File: config.mk
export PLATFORM = sky130hd
export DESIGN_NAME = swcc_cell
export DESIGN_NICKNAME = d
export VERILOG_FILES = /design/src/design/swcc_pkg.sv /design/src/design/swcc_cell.sv
export SDC_FILE = /design/constraint.sdc
export NUM_CORES = 1
export LEC_CHECK = 0
export ABC_CLOCK_PERIOD_IN_PS = 1900
export BUFFER_PORTS_ARGS = -buffer_cell sky130_fd_sc_hd__buf_2
export CAP_MARGIN = 20
export CORE_AREA = 2 2 114 116
export CTS_BUF_LIST = sky130_fd_sc_hd__clkbuf_8
export CTS_CLUSTER_SIZE = 14
export DETAILED_ROUTE_END_ITERATION = 12
export DIE_AREA = 0 0 116 118
export PLACE_DENSITY_LB_ADDON = 0.12
export SKIP_LAST_GASP = 1
export SYNTH_ARGS = -nofsm -noshare
export SYNTH_HDL_FRONTEND = slang
export SYNTH_SLANG_ARGS = --single-unit
export TNS_END_PERCENT = 10
File: constraint.sdc
create_clock -name clk -period 1.9 [get_ports clk]
set_input_delay 0.095 -clock clk [delete_from_list [all_inputs] [get_ports clk]]
set_output_delay 0.095 -clock clk [all_outputs]
set_load 0.02 [all_outputs]
File: src/design/swcc_pkg.sv
// ----------------------------------------------------------------------------
// swcc_pkg
// Shared types and constants of the sliding window connection counter.
// ----------------------------------------------------------------------------
`default_nettype none

package swcc_pkg;

  // Window geometry
  localparam int WINDOW_DEPTH = 64;
  localparam int ADDR_W       = 32;
  localparam int PORT_W       = 16;
  localparam int KEY_W        = ADDR_W + PORT_W;

  // Result count field and its saturation point
  localparam int          CNT_W     = 7;
  localparam logic [6:0]  COUNT_MAX = 7'd127;

  // Adder tree: groups of eight match bits, then a sum over the groups
  localparam int GRP_SIZE = 8;
  localparam int NGRP     = (WINDOW_DEPTH + GRP_SIZE - 1) / GRP_SIZE;
  localparam int GRP_W    = $clog2(GRP_SIZE + 1);
  localparam int SUM_W    = $clog2(WINDOW_DEPTH + 1);

  // Command codes
  typedef enum logic {
    CMD_RECORD = 1'b0,
    CMD_QUERY  = 1'b1
  } cmd_t;

  // Pair of lookup keys: {src_addr, dst_port} and {dst_addr, src_port}
  typedef struct packed {
    logic [KEY_W-1:0] sd_key;
    logic [KEY_W-1:0] ds_key;
  } key_pair_t;

  // One window slot, shared by both windows
  typedef struct packed {
    logic      vld;
    key_pair_t keys;
  } entry_t;

  // Per-cycle control for the cell row
  typedef struct packed {
    logic shift;
    logic load;
  } cell_ctl_t;

endpackage

`default_nettype wire

File: src/design/swcc_cell.sv
// ----------------------------------------------------------------------------
// swcc_cell
// One window slot. Takes its neighbor's entry on a record and compares the
// updated entry against the lookup keys of the transfer just taken.
// ----------------------------------------------------------------------------
`default_nettype none

module swcc_cell
  import swcc_pkg::*;
(
  input  wire logic      clk,
  input  wire logic      rst_n,
  input  wire cell_ctl_t ctl,
  input  wire entry_t    prev_i,
  input  wire key_pair_t q_i,
  output logic           vld_o,
  output key_pair_t      keys_o,
  output logic           match_sd_o,
  output logic           match_ds_o
);

  logic      vld_r;
  logic      vld_nxt;
  key_pair_t keys_r;
  key_pair_t keys_nxt;
  logic      match_sd_r;
  logic      match_ds_r;

  // Entry after this cycle's shift
  always_comb begin
    vld_nxt  = vld_r;
    keys_nxt = keys_r;
    if (ctl.shift) begin
      vld_nxt  = prev_i.vld;
      keys_nxt = prev_i.keys;
    end
  end

  // Valid bit
  always_ff @(posedge clk) begin
    if (!rst_n) begin
      vld_r <= 1'b0;
    end else begin
      vld_r <= vld_nxt;
    end
  end

  // Key storage and registered match flags
  always_ff @(posedge clk) begin
    keys_r <= keys_nxt;
    if (ctl.load) begin
      match_sd_r <= vld_nxt && (keys_nxt.sd_key == q_i.sd_key);
      match_ds_r <= vld_nxt && (keys_nxt.ds_key == q_i.ds_key);
    end
  end

  assign vld_o      = vld_r;
  assign keys_o     = keys_r;
  assign match_sd_o = match_sd_r;
  assign match_ds_o = match_ds_r;

endmodule

`default_nettype wire

==> out/summary.txt, run 1 <==
CTS clock-pin slew for the worst setup and hold paths = 0.09 ns
drt drc = 0
sequential share of the synthesized area = 0.455
DRT Pass-1 Iters = 4
Netlist cell types = 23
worst setup skew after layout = 0.00799 ns
VDD IR max = 0.427 mV
fraction of the mapped netlist area in compound gates = 0.0114
required arrival time at the worst endpoint = 2.10 ns
Setup WS pre-CTS = -0.305 ns
ordered list of cells on the worst path = dlygate4sd3_1 -> buf_2 -> mux2_4 -> xor2_1 -> nor4_1 -> nand4_1 -> nor4_2
power per cell area = 726 nW/µm²
placeable core region = 12400 µm²
buffer type at the clock tree root = clkbuf_8
DR vias/cell = 4.37
Die X-Extent = 116 µm
latest clock arrival within the worst-skew pair = 0.37 ns
Min-Delay Path Class = in2reg
fraction of final layout cells sized beyond drive strength 1 = 0.557
FMAX = 0.556 GHz
Final Max Slew Viols = 0
Overall Global Routing Usage = 0.199
vias after detailed routing = 4068
met2 WL post-DR = 7.45 mm
antenna violations before repair = 0
critical path peak fanout = 2
fill cell instance count of the final layout = 1104
Max-Slew Margin vs Limit = 0.766
post-route antenna net violation count = 0
wire length on met3 = 943 µm
RSZ-0062 raised after global routing = yes
total global routing overflow = 0
share of synthesized area spent on multiplexers = 0.268
number of H-tree branching levels = 3
nets in the synthesized netlist = 546
number of buffers added by the clock tree synthesis step = 9
crit path setup slack, layout = 0.102 ns
# Max-Cap Violations = 0
number of flip-flops and latches in the synthesized netlist = 99
status = completed
synthesized netlist cell count = 349
Buf/Inv on CP = 2
area occupied by registers = 2000 µm²
die footprint = 13700 µm²
register share of total power = 0.454
share of the core filled with cells in the final layout = 0.588
element type at the critical path start = primary input
Final nets = 950
Final HPWL DP = 10.7 mm
total of endpoints with negative setup slack in the final report = 0
CP delay by family, top = simple AND/OR/NAND/NOR gates
internal power consumption = 3.71 mW
count of warnings emitted by yosys = 0
clock net sink count = 99
Post-CTS Setup Bufs = 0
detail-routed net length per standard cell = 14.9 µm
total count of hold-check failures in the final report = 0
total net switching power = 1.60 mW
Syn Area/Cell = 12.6 µm²
global-route wire length before repair = 21.1 mm
pin count of the biggest net entering global routing = 38
portion of the clock cycle consumed by the worst path in the final layout = 0.946
Min Clock Period, post-route = 1.80 ns
# IOs = 296
switching share of power = 0.301
initial core utilization = 0.354
area growth from synthesis to final layout = 66.1%
count of input and output buffers = 295
share of the synthesized netlist area taken by xor and xnor gates = 0.187
Routed Wire Length = 13.8 mm
die extent in y = 118 µm
combinational family with the most area after synthesis = multiplexers
arrival time worst endpoint = 2.00 ns
Row Count = 41
share of synthesized cell area in full adder, half adder and majority cells = 0
Pleak = 3.54 nW
standard cell with the maximum stage delay on the critical path = dlygate4sd3_1
Worst setup EP type = register
longest individual stage delay on the worst path = 0.55 ns
post-synthesis instance area = 4400 µm²
TritonCTS clock tree = yes
share of total power in the clock network = 0.249
First DRT Iteration DRCs = 66
combinational share of power = 0.297
weighted congestion at the end of routability-driven global placement = 0.824
worst-case clock buffer depth = 2
multi-input logic area = 2310 µm²
simple-gate portion of the synthesized area = 0.0541
number of antenna repair diodes = 0
Post-Route M1 WL = 5.08 mm
actual slew at the worst max-slew pin = 0.347 ns
number of global-route vias before repair = 4458
type of the worst setup path = in2reg
highest routing layer actually used = met4
==> cells by family (layout without fill, tap and decap cells) <==
kind of cell | after synthesis | in the layout
and+or+nand+nor | 38 | 38
xor gates and xnor gates | 94 | 94
buffers and inverters | 15 | 424
AOI/OAI and AO/OA | 7 | 7
muxes | 96 | 96
DFF | 99 | 99
==> path summary, 6_finish.rpt <==
kind | from | end | slack [ns] | depth (start not counted)
max reg2reg | keys_o[27] | match_ds_o | 0.14 | 5
min reg2reg | keys_o[4] | keys_o[4] | 0.51 | 1
max | prev_i[64] | match_sd_o | 0.10 | 7
min | prev_i[96] | vld_o | 0.04 | 3
==> repair_timing <==
item	CTS	global route
gates resized for setup	0	4
hold buffers	98	0
setup endpoints to repair	0	2
hold endpoints to repair	99	0
==> cell usage after synthesis, drive strengths merged <==
cell type / count / area share
mux2: 95 / 0.27
nand4: 4 / 0.0057
a2111oi: 1 / 0.0034
nor2: 1 / 0.00085
nand3: 2 / 0.0023
o22ai: 2 / 0.0028
mux2i: 1 / 0.0023
buf: 11 / 0.021
a21oi: 2 / 0.0023
dfxtp: 97 / 0.44
nand2: 3 / 0.0026
nand2b: 2 / 0.0028
edfxtp: 2 / 0.014
inv: 4 / 0.0034
a21boi: 1 / 0.0017
nor4: 23 / 0.036
o21ai: 1 / 0.0011
nand4b: 1 / 0.0020
xor2: 94 / 0.19
nor3: 2 / 0.0023
==> metal layers <==
metal,vias to the layer above,track usage
met5,-,0
met4,0,0.0848
met3,24,0.0566
met2,160,0.371
met1,1863,0.203
li1,2021,-
==> cell usage in the layout (no fill, tap or decap) <==
cell type,instances
xor2_1,94
edfxtp_1,2
nand3_1,2
buf_2,294
buf_4,10
nor4_1,17
nand2b_1,2
dlygate4sd3_1,98
o22ai_1,2
a21oi_1,2
a2111oi_2,1
nand4_1,4
nor3_1,2
mux2_2,69
mux2_4,26
clkinv_2,1
clkbuf_8,13
a21boi_0,1
nand4b_1,1
nor2_1,1
buf_12,2
nand2_1,3
nor4_2,6
o21ai_0,1
inv_1,6
dfxtp_1,97
mux2i_1,1
==> flip-flops by register name (all words and copies together), names as in the netlist <==
register,flops
match_ds_o,1
match_sd_o,1
vld_o,1
keys_o,96
==> metrics by stage <==
stage | TNS, ns | power (mW) | instance area, µm² | hold slack, ns | std cells
3_3_place_gp | -0.418 | 3.84 | 6110 | 0.326 | 816
5_1_grt | -0.0414 | 5.58 | 7300 | 0.0342 | 930
2_1_floorplan | 0 | 3.30 | 4400 | 0.207 | 349
4_1_cts | 0 | 5.35 | 7280 | 0.0158 | 930
6_report | 0 | 5.30 | 7300 | 0.0442 | 930
3_5_place_dp | -0.488 | 3.86 | 6110 | 0.327 | 816
==> power groups by stage <==
| stage | Clock [mW] | Sequential (mW) | Combinational [mW] |
|---|---|---|---|
| floorplan | 0 | 2.72 | 0.582 |
| global placement | 0 | 2.45 | 1.40 |
| detailed placement | 0 | 2.45 | 1.41 |
| CTS | 1.37 | 2.41 | 1.57 |
| global route | 1.45 | 2.43 | 1.70 |
| finish | 1.32 | 2.41 | 1.57 |
==> area by class of cell <==
class / count / area share
clock inverter: 3 / 0.00171
multi-input combinational: 235 / 0.317
tap: 172 / 0.0295
inverter: 4 / 0.00206
clock buffer: 13 / 0.0245
timing repair buffer: 404 / 0.351
sequential: 99 / 0.274
==> worst reg2reg max path: stages, from the launching register on <==
cell and delay [ns]:
dfxtp_1 0.33, mux2_4 0.28, xor2_1 0.14, nor4_1 0.32, nand4_1 0.24, nor4_2 0.28
Power figures use the tool's default switching activity.
==> run 2, diff against run 1 <==
--- a/config.mk
+++ b/config.mk
@@ -13,7 +13,7 @@
 export CTS_CLUSTER_SIZE = 14
 export DETAILED_ROUTE_END_ITERATION = 12
 export DIE_AREA = 0 0 116 118
-export PLACE_DENSITY_LB_ADDON = 0.12
+export PLACE_DENSITY = 0.67
 export SKIP_LAST_GASP = 1
 export SYNTH_ARGS = -nofsm -noshare
 export SYNTH_HDL_FRONTEND = slang
==> run 2 against run 1 <==
Net effect:
- combinational power is 3% higher
- register-to-register slack hardly changed
- largest power group unchanged
- non-clock buffer count is 2 higher
==> out/summary.txt, run 2 (synthesis results as in run 1) <==
total count of hold-check failures in the final report = 0
RSZ-0062 raised after global routing = yes
Worst setup EP type = register
multi-input logic area = 2330 µm²
Min-Delay Path Class = in2reg
most common cell after layout, fill and taps aside = buf_2
portion of the clock cycle consumed by the worst path in the final layout = 0.964
standard cell with the maximum stage delay on the critical path = dlygate4sd3_1
latest clock arrival within the worst-skew pair = 0.36 ns
Min Clock Period, post-route = 1.83 ns
flip-flop count of the largest register after layout = 96
drt drc = 0
pin count of the biggest net entering global routing = 41
Die X-Extent = 116 µm
antenna violations before repair = 0
fill cell instance count of the final layout = 1022
longest individual stage delay on the worst path = 0.55 ns
Final nets = 952
die footprint = 13700 µm²
VDD IR max = 0.413 mV
TritonCTS clock tree = yes
status = completed
worst hold slack = 0.0440 ns
number of buffers added by the clock tree synthesis step = 9
number of antenna repair diodes = 0
post-route antenna net violation count = 0
count of input and output buffers = 295
number of H-tree branching levels = 3
buffer type at the clock tree root = clkbuf_8
element type at the critical path start = primary input
Overall Global Routing Usage = 0.210
FMAX = 0.546 GHz
most prevalent standard cell on the critical path = nor4_2
type of the worst setup path = in2reg
vias after detailed routing = 4170
CTS clock-pin slew for the worst setup and hold paths = 0.09 ns
Final HPWL DP = 10.9 mm
# Max-Cap Violations = 0
crit path setup slack, layout = 0.0680 ns
weighted congestion at the end of routability-driven global placement = 0.874
Row Count = 41
top library cells by usage in the layout, fill and taps aside = buf_2 (294), dlygate4sd3_1 (98), dfxtp_1 (97)
die extent in y = 118 µm
DR vias/cell = 4.48
worst-case clock buffer depth = 2
clock net sink count = 99
fraction of final layout cells sized beyond drive strength 1 = 0.560
actual slew at the worst max-slew pin = 0.334 ns
power per cell area = 710 nW/µm²
area growth from synthesis to final layout = 66.9%
Max-Slew Margin vs Limit = 0.775
worst setup skew after layout = 0.0103 ns
global-route wire length before repair = 22.3 mm
total global routing overflow = 0
Routed Wire Length = 14.7 mm
total of endpoints with negative setup slack in the final report = 0
DRT Pass-1 Iters = 4
CP delay by family, top = buffers and inverters
number of global-route vias before repair = 4716
placeable core region = 12400 µm²
Pleak = 3.55 nW
Post-CTS Setup Bufs = 0
detail-routed net length per standard cell = 15.7 µm
arrival time worst endpoint = 2.02 ns
# IOs = 296
area occupied by registers = 2000 µm²
required arrival time at the worst endpoint = 2.09 ns
Buf/Inv on CP = 3
Setup WS pre-CTS = -0.261 ns
First DRT Iteration DRCs = 141
ordered list of cells on the worst path = dlygate4sd3_1 -> buf_2 -> mux2_4 -> xor2_1 -> nor4_2 -> buf_4 -> nand3_1 -> nor4_2
initial core utilization = 0.354
critical path peak fanout = 2
Final Max Slew Viols = 0
run 2: cell count changes in the layout (fill, tap and decap cells not counted), sizes merged:
cell    previous run  this run
clkinv             1         3
clkbuf            13        10
buf              306       308
run 2: report_power, final:
group / total, mW / switching [mW] / internal [mW]
sequential: 2.42 / 0.115 / 2.30
clock: 1.19 / 0.696 / 0.490
combinational: 1.61 / 0.801 / 0.808
total: 5.21 / 1.61 / 3.60
run 2: path summary, 6_finish.rpt:
kind / end / slack, ns / cells past startpoint / start
hold reg to reg: keys_o[3] / 0.51 / 1 / keys_o[3]
setup / recovery: match_sd_o / 0.07 / 8 / prev_i[50]
setup reg to reg: match_sd_o / 0.13 / 6 / keys_o[50]
hold / removal: vld_o / 0.04 / 3 / prev_i[96]
run 2: per-layer routing:
| metal | vias up | part of all wire | track usage |
|---|---|---|---|
| met3 | 41 | 0.064 | 0.0474 |
| met4 | 0 | 0.037 | 0.109 |
| met5 | - | 0 | 0 |
| met2 | 182 | 0.53 | 0.396 |
| li1 | 2025 | - | - |
| met1 | 1922 | 0.37 | 0.208 |
run 2: cell type report:
| cell class | count | area share |
|---|---|---|
| Multi-Input combinational cell | 235 | 0.317 |
| Inverter | 4 | 0.00205 |
| Timing Repair Buffer | 406 | 0.357 |
| Sequential cell | 99 | 0.273 |
| Clock inverter | 5 | 0.00307 |
| Clock buffer | 10 | 0.0188 |
| Tap cell | 172 | 0.0293 |
run 2: worst reg2reg max path: stages, from the launching register on:
cell and delay (ns):
dfxtp_1 0.32, mux2_4 0.27, xor2_1 0.16, nor4_2 0.32, buf_4 0.15, nand3_1 0.09
nor4_2 0.28
run 2: timing repair:
action,4_1_cts,5_1_grt
endpoints found under the hold margin,99,0
endpoints found under the setup margin,0,2
hold buffers,98,0
gates resized for setup,0,6
run 2: per-stage QoR:
step	cell area, µm²	setup TNS (ns)	utilization	power [mW]	instances
CTS	7300	0	0.588	5.23	931
finish	7340	0	0.591	5.21	931
global placement	6160	-0.392	0.496	3.85	818
detailed placement	6160	-0.491	0.496	3.88	818
floorplan	4400	0	-	3.30	349
global route	7340	-0.0299	0.591	5.47	931
