$ cat src/design/swcc_pkg.sv
// ----------------------------------------------------------------------------
// swcc_pkg
// Shared types and constants of the sliding window connection counter.
// ----------------------------------------------------------------------------
`default_nettype none

package swcc_pkg;

  // Window geometry
  localparam int WINDOW_DEPTH = 64;
  localparam int ADDR_W       = 32;
  localparam int PORT_W       = 16;
  localparam int KEY_W        = ADDR_W + PORT_W;

  // Result count field and its saturation point
  localparam int          CNT_W     = 7;
  localparam logic [6:0]  COUNT_MAX = 7'd127;

  // Adder tree: groups of eight match bits, then a sum over the groups
  localparam int GRP_SIZE = 8;
  localparam int NGRP     = (WINDOW_DEPTH + GRP_SIZE - 1) / GRP_SIZE;
  localparam int GRP_W    = $clog2(GRP_SIZE + 1);
  localparam int SUM_W    = $clog2(WINDOW_DEPTH + 1);

  // Command codes
  typedef enum logic {
    CMD_RECORD = 1'b0,
    CMD_QUERY  = 1'b1
  } cmd_t;

  // Pair of lookup keys: {src_addr, dst_port} and {dst_addr, src_port}
  typedef struct packed {
    logic [KEY_W-1:0] sd_key;
    logic [KEY_W-1:0] ds_key;
  } key_pair_t;

  // One window slot, shared by both windows
  typedef struct packed {
    logic      vld;
    key_pair_t keys;
  } entry_t;

  // Per-cycle control for the cell row
  typedef struct packed {
    logic shift;
    logic load;
  } cell_ctl_t;

endpackage

`default_nettype wire

$ cat src/design/swcc_count.sv
// ----------------------------------------------------------------------------
// swcc_count
// Two-stage registered population count over one window's match flags,
// with saturation to the result field.
// ----------------------------------------------------------------------------
`default_nettype none

module swcc_count
  import swcc_pkg::*;
(
  input  wire logic                    clk,
  input  wire logic                    ld_grp,
  input  wire logic                    ld_out,
  input  wire logic [WINDOW_DEPTH-1:0] match_i,
  output logic      [CNT_W-1:0]        count_o
);

  localparam int CMP_W = (SUM_W > CNT_W) ? SUM_W : CNT_W;

  logic [NGRP*GRP_SIZE-1:0] match_pad;
  logic [GRP_W-1:0]         grp_nxt [NGRP];
  logic [GRP_W-1:0]         grp_r   [NGRP];
  logic [SUM_W-1:0]         sum;
  logic [CMP_W-1:0]         sum_ext;
  logic [CNT_W-1:0]         count_nxt;
  logic [CNT_W-1:0]         count_r;

  assign match_pad = (NGRP*GRP_SIZE)'(match_i);

  // First level: eight flags per group
  always_comb begin
    for (int g = 0; g < NGRP; g++) begin
      grp_nxt[g] = '0;
      for (int b = 0; b < GRP_SIZE; b++) begin
        grp_nxt[g] = grp_nxt[g] + GRP_W'(match_pad[g*GRP_SIZE+b]);
      end
    end
  end

  always_ff @(posedge clk) begin
    if (ld_grp) begin
      grp_r <= grp_nxt;
    end
  end

  // Second level: sum of groups, then saturate
  always_comb begin
    sum = '0;
    for (int g = 0; g < NGRP; g++) begin
      sum = sum + SUM_W'(grp_r[g]);
    end
    sum_ext = CMP_W'(sum);
    if (sum_ext > CMP_W'(COUNT_MAX)) begin
      count_nxt = COUNT_MAX;
    end else begin
      count_nxt = sum_ext[CNT_W-1:0];
    end
  end

  always_ff @(posedge clk) begin
    if (ld_out) begin
      count_r <= count_nxt;
    end
  end

  assign count_o = count_r;

endmodule

`default_nettype wire

$ cat config.mk
export PLATFORM = sky130hd
export DESIGN_NAME = swcc_count
export DESIGN_NICKNAME = d
export VERILOG_FILES = /design/src/design/swcc_pkg.sv /design/src/design/swcc_count.sv
export SDC_FILE = /design/constraint.sdc
export NUM_CORES = 1
export LEC_CHECK = 0
export BUFFER_PORTS_ARGS = -buffer_cell sky130_fd_sc_hd__buf_2
export CAP_MARGIN = 40
export CORE_ASPECT_RATIO = 1.2
export CORE_UTILIZATION = 51
export CTS_BUF_LIST = sky130_fd_sc_hd__clkbuf_8
export DETAILED_ROUTE_END_ITERATION = 8
export GPL_TIMING_DRIVEN = 0
export PLACE_DENSITY = 0.79
export SLEW_MARGIN = 20
export SYNTH_ARGS = -nofsm -noshare
export SYNTH_HDL_FRONTEND = slang
export SYNTH_SLANG_ARGS = --single-unit
$ cat constraint.sdc
create_clock -name clk -period 3.4 [get_ports clk]
set_input_delay 0.17 -clock clk [delete_from_list [all_inputs] [get_ports clk]]
set_output_delay 0.17 -clock clk [all_outputs]
set_load 0.02 [all_outputs]
==> flow_summary_export.csv, run 1 <==
group,metric,value,unit
run_status,violations,"negative setup slack",
synthesis,synth_fp_nets,431,
cts,numCtsBuffers,5,
setup_path,slowest_stage,"fa_1",
timing,fin_ws,-0.1057,ns
synthesis,syn_area_per_cell,11.98,um^2
setup_path,cp-start-kind,"register",
synthesis,netlist_area,3329,um^2
layout,final_area,3938,um^2
setup_path,arrival,3.66,ns
synthesis,ys_types,13,
pwr,p_per_area,1094,nW/um^2
drt,drt_pass1_iterations,4,
timing,finalSetupViolCount,4,
setup_path,worstSetupPathType,"register to register",
pwr,peakVddDrop,1009,uV
cts,clockRootBuffer,"clkbuf_8",
timing,maxSlewViolCount,0,
setup_path,endpoint_kind,"register",
drt,antenna_left,0,
setup_path,rrSetupSlack,-0.11,ns
timing,hold_viol,0,
worst_hold_path,hold_path.class,"primary input to register",
place,io_buffers,73,
floorplanning,core_area,6167,um^2
timing,finClkSkew,0.004670,ns
synthesis,syn_inst,278,
timing,setup_tns,-0.3197,ns
floorplanning,die_h,90.51,um
timing,worst_pin_slew,0.7110,ns
cts,cts_tree,"built",
floorplanning,die_area,6857,um^2
synthesis,synthFlopType,"edfxtp_1",
setup_path,crit_top_cell,"fa_1",
synthesis,ys_warn_count,0,
worst_hold_path,whs_endpoint,"grp_r[24]",
synthesis,async_flop_share,0,%
timing,fin_crit,3.506,ns
worst_hold_path,hold_depth,2,
floorplanning,initial_core_util,53.99,%
cts,cts_hold_buffers,0,
synthesis,ys_seq_elements,39,
grt,grt_pass1_vias,2161,
grt,antenna_found_initial,0,
setup_path,worst-path-max-fanout,2,
synthesis,synth-seq-area-share,35.17,%
layout,final_layout_size_suffix_gt1_share,25.76,%
worst_hold_path,hp-start,"match_i[10]",
setup_path,path_depth,12,
synthesis,yosys-top-cells-area,"edfxtp_1 35%, fa_1 33%, inv_1 13%, ha_1 12%, nor2b_1 1.7%",
flow_run,cap_violations,0,
timing,period_share,103.1,%
grt,grt_overflow,0,
synthesis,yosysTopAreaCellShare,35.17,%
cts,h-tree-depth,2,
synthesis,synth_commonest_cells,"119 x inv_1, 55 x fa_1, 39 x edfxtp_1, 31 x ha_1, 9 x nor2b_1",
timing,rsz0062_at_grt,"yes",
drt,drt_iter0_drc,65,
timing,worst_hold_slack,0.1772,ns
setup_path,worst-path-buf-inv,3,
grt,grt_pass1_wl,8769,um
place,place_ws,-0.2442,ns
synthesis,yosysTopAreaCell,"edfxtp_1",
cts,numClockSinks,39,
floorplanning,dieWidth,75.76,um
drt,drc_errors,0,
cts,path_clk_slew,0.08,ns
drt,routed_wl,4875,um
timing,max_slew_margin,52.60,%
layout,syn2layout_area_growth,18.26,%
setup_path,crit_required,3.56,ns
place,globalplace.congestion,0.7197,
cts,clk_path_buf_depth,2,
setup_path,path_cells,"inv_2 -> fa_1 -> inv_2 -> fa_1 -> fa_1 -> fa_1 -> ha_4 -> inv_2 -> fa_2 -> nor2b_1 -> o21ai_1 -> nand2b_1",
layout,diodes,0,
grt,grt.total_usage,16.97,%
drt,routedWlPerCell,11.00,um
synthesis,yosysMostFrequentCell,"inv_1",
timing,fmax,285.3,MHz
setup_path,cpPeakStageDelay,0.56,ns
drt,vias_per_cell,4.485,
setup_path,r2r_cells,12,
floorplanning,ios,74,
pwr,p_leak,0.002084,uW
run_status,status,"finished, violations left",
setup_path,cp_top_family,"adder cells",
floorplanning,rows,31,
setup_path,reg2reg_to,"count_o[6]",
layout,fin_nets,513,
drt,vias,1987,
setup_path,worstReg2RegStart,"grp_r[22]",
grt,grt_max_degree,33,
place,place_area,3797,um^2
cts,insertion_delay,0.29,ns
synthesis,synth_edf_count,39,
place,dp_hpwl,4196,um
-- layout make-up --
| class | count | area (um^2) |
|---|---|---|
| tap | 82 | 102.6 |
| clock buffer | 5 | 68.82 |
| inverter | 119 | 446.7 |
| sequential | 39 | 1171 |
| buffer | 3 | 11.26 |
| multi-input combinational | 117 | 1718 |
| timing repair buffer | 75 | 380.4 |
| clock inverter | 3 | 38.79 |
| fill | 473 | 2230 |
-- how the worst max path moves through the flow --
stage              start    endpoint
2_1_floorplan   grp_r[2]  count_o[4]
3_3_place_gp    grp_r[1]  count_o[6]
3_5_place_dp    grp_r[1]  count_o[6]
4_1_cts        grp_r[22]  count_o[3]
5_1_grt        grp_r[23]  count_o[5]
6_report       grp_r[22]  count_o[6]
-- timing repair --
action / in CTS / in global routing
gates resized for setup: 9 / 3
buffers inserted: 2 / 0
pin swaps: 9 / 1
endpoints found under the setup margin: 4 / 4
-- worst reg2reg max path: cells and delay by family, from the launching register on --
family          cells  cell delay, ns
simple gates        2            0.21
flops               1            0.34
buf+inv             3            0.12
compound gates      1            0.09
fa+ha+maj           6            2.61
-- metal layers --
metal  wire length [um]  track usage, %  part of all wire (%)  up-vias
li1                   -               -                     -      957
met5                  0               0                     0        -
met2               2830           30.31                    58       46
met4                 78           4.475                   1.6        0
met3                166           3.795                   3.4        8
met1               1799           19.89                    37      976
-- cell usage in the layout (no fill, tap or decap) --
master / instances
buf_4: 2
a21oi_2: 1
nor2b_1: 9
clkinv_2: 1
ha_1: 30
inv_1: 112
fa_2: 2
buf_2: 73
xnor2_1: 4
clkbuf_8: 5
clkinv_1: 1
fa_1: 53
inv_2: 7
a21o_1: 1
nand2b_1: 1
xor2_1: 6
edfxtp_1: 39
a21oi_1: 8
bufinv_16: 1
o21ai_1: 1
clkbuf_1: 3
ha_4: 1
-- sequential cells by signal, summed over array words and instances, names as in the netlist --
register  count
grp_r        32
count_o       7
-- report_power, final --
group,switching (uW),internal [uW]
Clock,154,215
Sequential,52.1,912
Combinational,1520,1450
Total,1730,2580
-- cell families (layout without fill, tap and decap cells) --
logic type	count (synthesis)	after routing	share of synthesized area, %
buffers and inverters	122	205	13.75
AO/OA/AOI/OAI	11	11	1.841
adder cells (fa/ha/maj)	86	86	44.72
XOR/XNOR	10	10	2.630
AND/OR/NAND/NOR	10	10	1.879
flip-flops	39	39	35.17
-- metrics by stage --
stage / util (%) / instances / power [uW]
floorplan: - / 278 / 3053
global placement: 61.57 / 433 / 3444
detailed placement: 61.57 / 433 / 3663
CTS: 63.85 / 443 / 4354
global route: 63.85 / 443 / 4891
finish: 63.85 / 443 / 4307
(Power assumes the default switching activity.)
==> run 2, diff against run 1 <==
--- a/config.mk
+++ b/config.mk
@@ -7,7 +7,7 @@
 export LEC_CHECK = 0
 export BUFFER_PORTS_ARGS = -buffer_cell sky130_fd_sc_hd__buf_2
 export CAP_MARGIN = 40
-export CORE_ASPECT_RATIO = 1.2
+export CORE_ASPECT_RATIO = 0.5
 export CORE_UTILIZATION = 51
 export CTS_BUF_LIST = sky130_fd_sc_hd__clkbuf_8
 export DETAILED_ROUTE_END_ITERATION = 8
==> run 2 against run 1 <==
The run still ends with negative setup slack left. Final area hardly changed. Maximum frequency hardly changed. Critical path depth is 2 lower. Hold slack worse by 0.0015 ns. Critical endpoint is now count_o[3].
==> flow_summary_export.csv, run 2 (same netlist as run 1, synthesis figures left out) <==
group,metric,value,unit
run_status,status,"finished, violations left",
run_status,violations,"negative setup slack",
drt,vias_per_cell,4.368,
cts,clockRootBuffer,"clkbuf_8",
floorplanning,initial_core_util,53.87,%
setup_path,arrival,3.56,ns
grt,antenna_found_initial,0,
setup_path,slowest_stage,"fa_1",
drt,antenna_left,0,
floorplanning,core_area,6181,um^2
cts,h-tree-depth,2,
place,globalplace.congestion,0.7453,
grt,grt_pass1_wl,9032,um
timing,maxSlewViolCount,0,
pwr,peakVddDrop,673.6,uV
cts,numClockSinks,39,
cts,cts_tree,"built",
setup_path,worstReg2RegStart,"grp_r[14]",
flow_run,cap_violations,0,
place,dp_hpwl,4688,um
grt,grt.total_usage,17.73,%
grt,grt_max_degree,33,
floorplanning,ios,74,
worst_hold_path,hold_path.class,"primary input to register",
timing,finClkSkew,0.004191,ns
setup_path,r2r_cells,10,
grt,grt_pass1_vias,2187,
setup_path,worstSetupPathType,"register to register",
layout,final_layout_size_suffix_gt1_share,25.56,%
timing,finalSetupViolCount,4,
floorplanning,die_area,6875,um^2
cts,path_clk_slew,0.07,ns
setup_path,reg2reg_to,"count_o[3]",
pwr,p_per_area,1118,nW/um^2
layout,final_common_cell,"inv_1",
drt,routedWlPerCell,11.94,um
floorplanning,dieWidth,116.3,um
grt,grt-busiest-layer,"met2",
cts,numCtsBuffers,5,
cts,cts_hold_buffers,0,
timing,fin_crit,3.504,ns
place,io_buffers,73,
timing,period_share,103.1,%
layout,layoutNonFillerInstCount,448,
setup_path,worst-path-buf-inv,4,
worst_hold_path,whs_endpoint,"grp_r[12]",
drt,drc_errors,0,
worst_hold_path,hp-start,"match_i[34]",
grt,grtUsageMet1,21.64,%
drt,vias,1957,
setup_path,worst-path-max-fanout,2,
grt,met3_usage,3.272,%
grt,globalRouteMet2Util,33.05,%
layout,regMostFlops,"grp_r",
layout,fin_nets,512,
timing,fin_ws,-0.1039,ns
cts,clk_path_buf_depth,2,
setup_path,rrSetupSlack,-0.10,ns
drt,routed_wl,5350,um
worst_hold_path,hold_depth,2,
setup_path,cpPeakStageDelay,0.56,ns
pwr,p_leak,0.002079,uW
timing,max_slew_margin,51.10,%
floorplanning,die_h,59.14,um
place,place_inst,439,
layout,final_cell_mix,"113 x inv_1, 73 x buf_2, 53 x fa_1",
timing,worst_hold_slack,0.1758,ns
layout,diodes,0,
drt,drt_iter0_drc,77,
cts,insertion_delay,0.29,ns
floorplanning,rows,20,
grt,grt_overflow,0,
drt,drt_pass1_iterations,5,
setup_path,cp_top_family,"adder cells",
setup_path,cp-start-kind,"register",
layout,syn2layout_area_growth,18.34,%
timing,hold_viol,0,
layout,largest_reg_flops,32,
timing,setup_tns,-0.3071,ns
setup_path,endpoint_kind,"register",
setup_path,crit_required,3.46,ns
timing,rsz0062_at_grt,"yes",
place,place_ws,-0.1819,ns
setup_path,path_cells,"inv_2 -> fa_1 -> inv_2 -> fa_1 -> fa_1 -> fa_1 -> ha_2 -> inv_2 -> fa_2 -> inv_2",
timing,fmax,285.4,MHz
timing,worst_pin_slew,0.7334,ns
[run 2: changes by cell type in the layout (fill, tap and decap cells not counted)]
cell / previous run / this run
ha_2: 0 / 1
buf_4: 2 / 1
inv_2: 7 / 6
ha_1: 30 / 29
inv_1: 112 / 113
[run 2: timing repair]
item,4_1_cts,5_1_grt
pin swaps,5,4
buffers inserted,1,0
endpoints found under the setup margin,4,4
gates resized for setup,8,3
[run 2: stage by stage]
| step | utilization [%] | power, uW | area, um^2 |
|---|---|---|---|
| finish | 63.74 | 4403 | 3940 |
| detailed placement | 61.56 | 3718 | 3805 |
| global placement | 61.56 | 3493 | 3805 |
| CTS | 63.74 | 4385 | 3940 |
| floorplan | - | 3053 | 3329 |
| global route | 63.74 | 4926 | 3940 |
[run 2: final cells by class]
cell class | instances | area (um^2)
Tap cell | 88 | 110.1
Sequential cell | 39 | 1171
Fill cell | 485 | 2241
Multi-Input combinational cell | 117 | 1720
Clock buffer | 5 | 68.82
Buffer | 3 | 11.26
Inverter | 119 | 446.7
Clock inverter | 3 | 38.79
Timing Repair Buffer | 74 | 372.9
[run 2: how the worst max path moves through the flow]
stage	from	end	slack, ns	depth (start not counted)
global route	grp_r[3]	count_o[5]	-0.20	12
CTS	grp_r[14]	count_o[3]	-0.1	10
detailed placement	grp_r[1]	count_o[6]	-0.18	12
global placement	grp_r[1]	count_o[6]	-0.11	12
floorplan	grp_r[2]	count_o[4]	-0.003	10
finish	grp_r[14]	count_o[3]	-0.10	10
[run 2: power breakdown]
| part | leakage, uW | switching, uW | total, uW | internal [uW] |
|---|---|---|---|---|
| clock network | 0.0000556 | 162 | 376 | 215 |
| registers | 0.000380 | 56.1 | 968 | 912 |
| logic | 0.00164 | 1590 | 3060 | 1470 |
[run 2: routing by layer]
layer | routed length (um) | vias up
met4 | 59 | 0
met5 | 0 | -
met3 | 154 | 6
met2 | 2811 | 35
met1 | 2325 | 962
li1 | - | 954
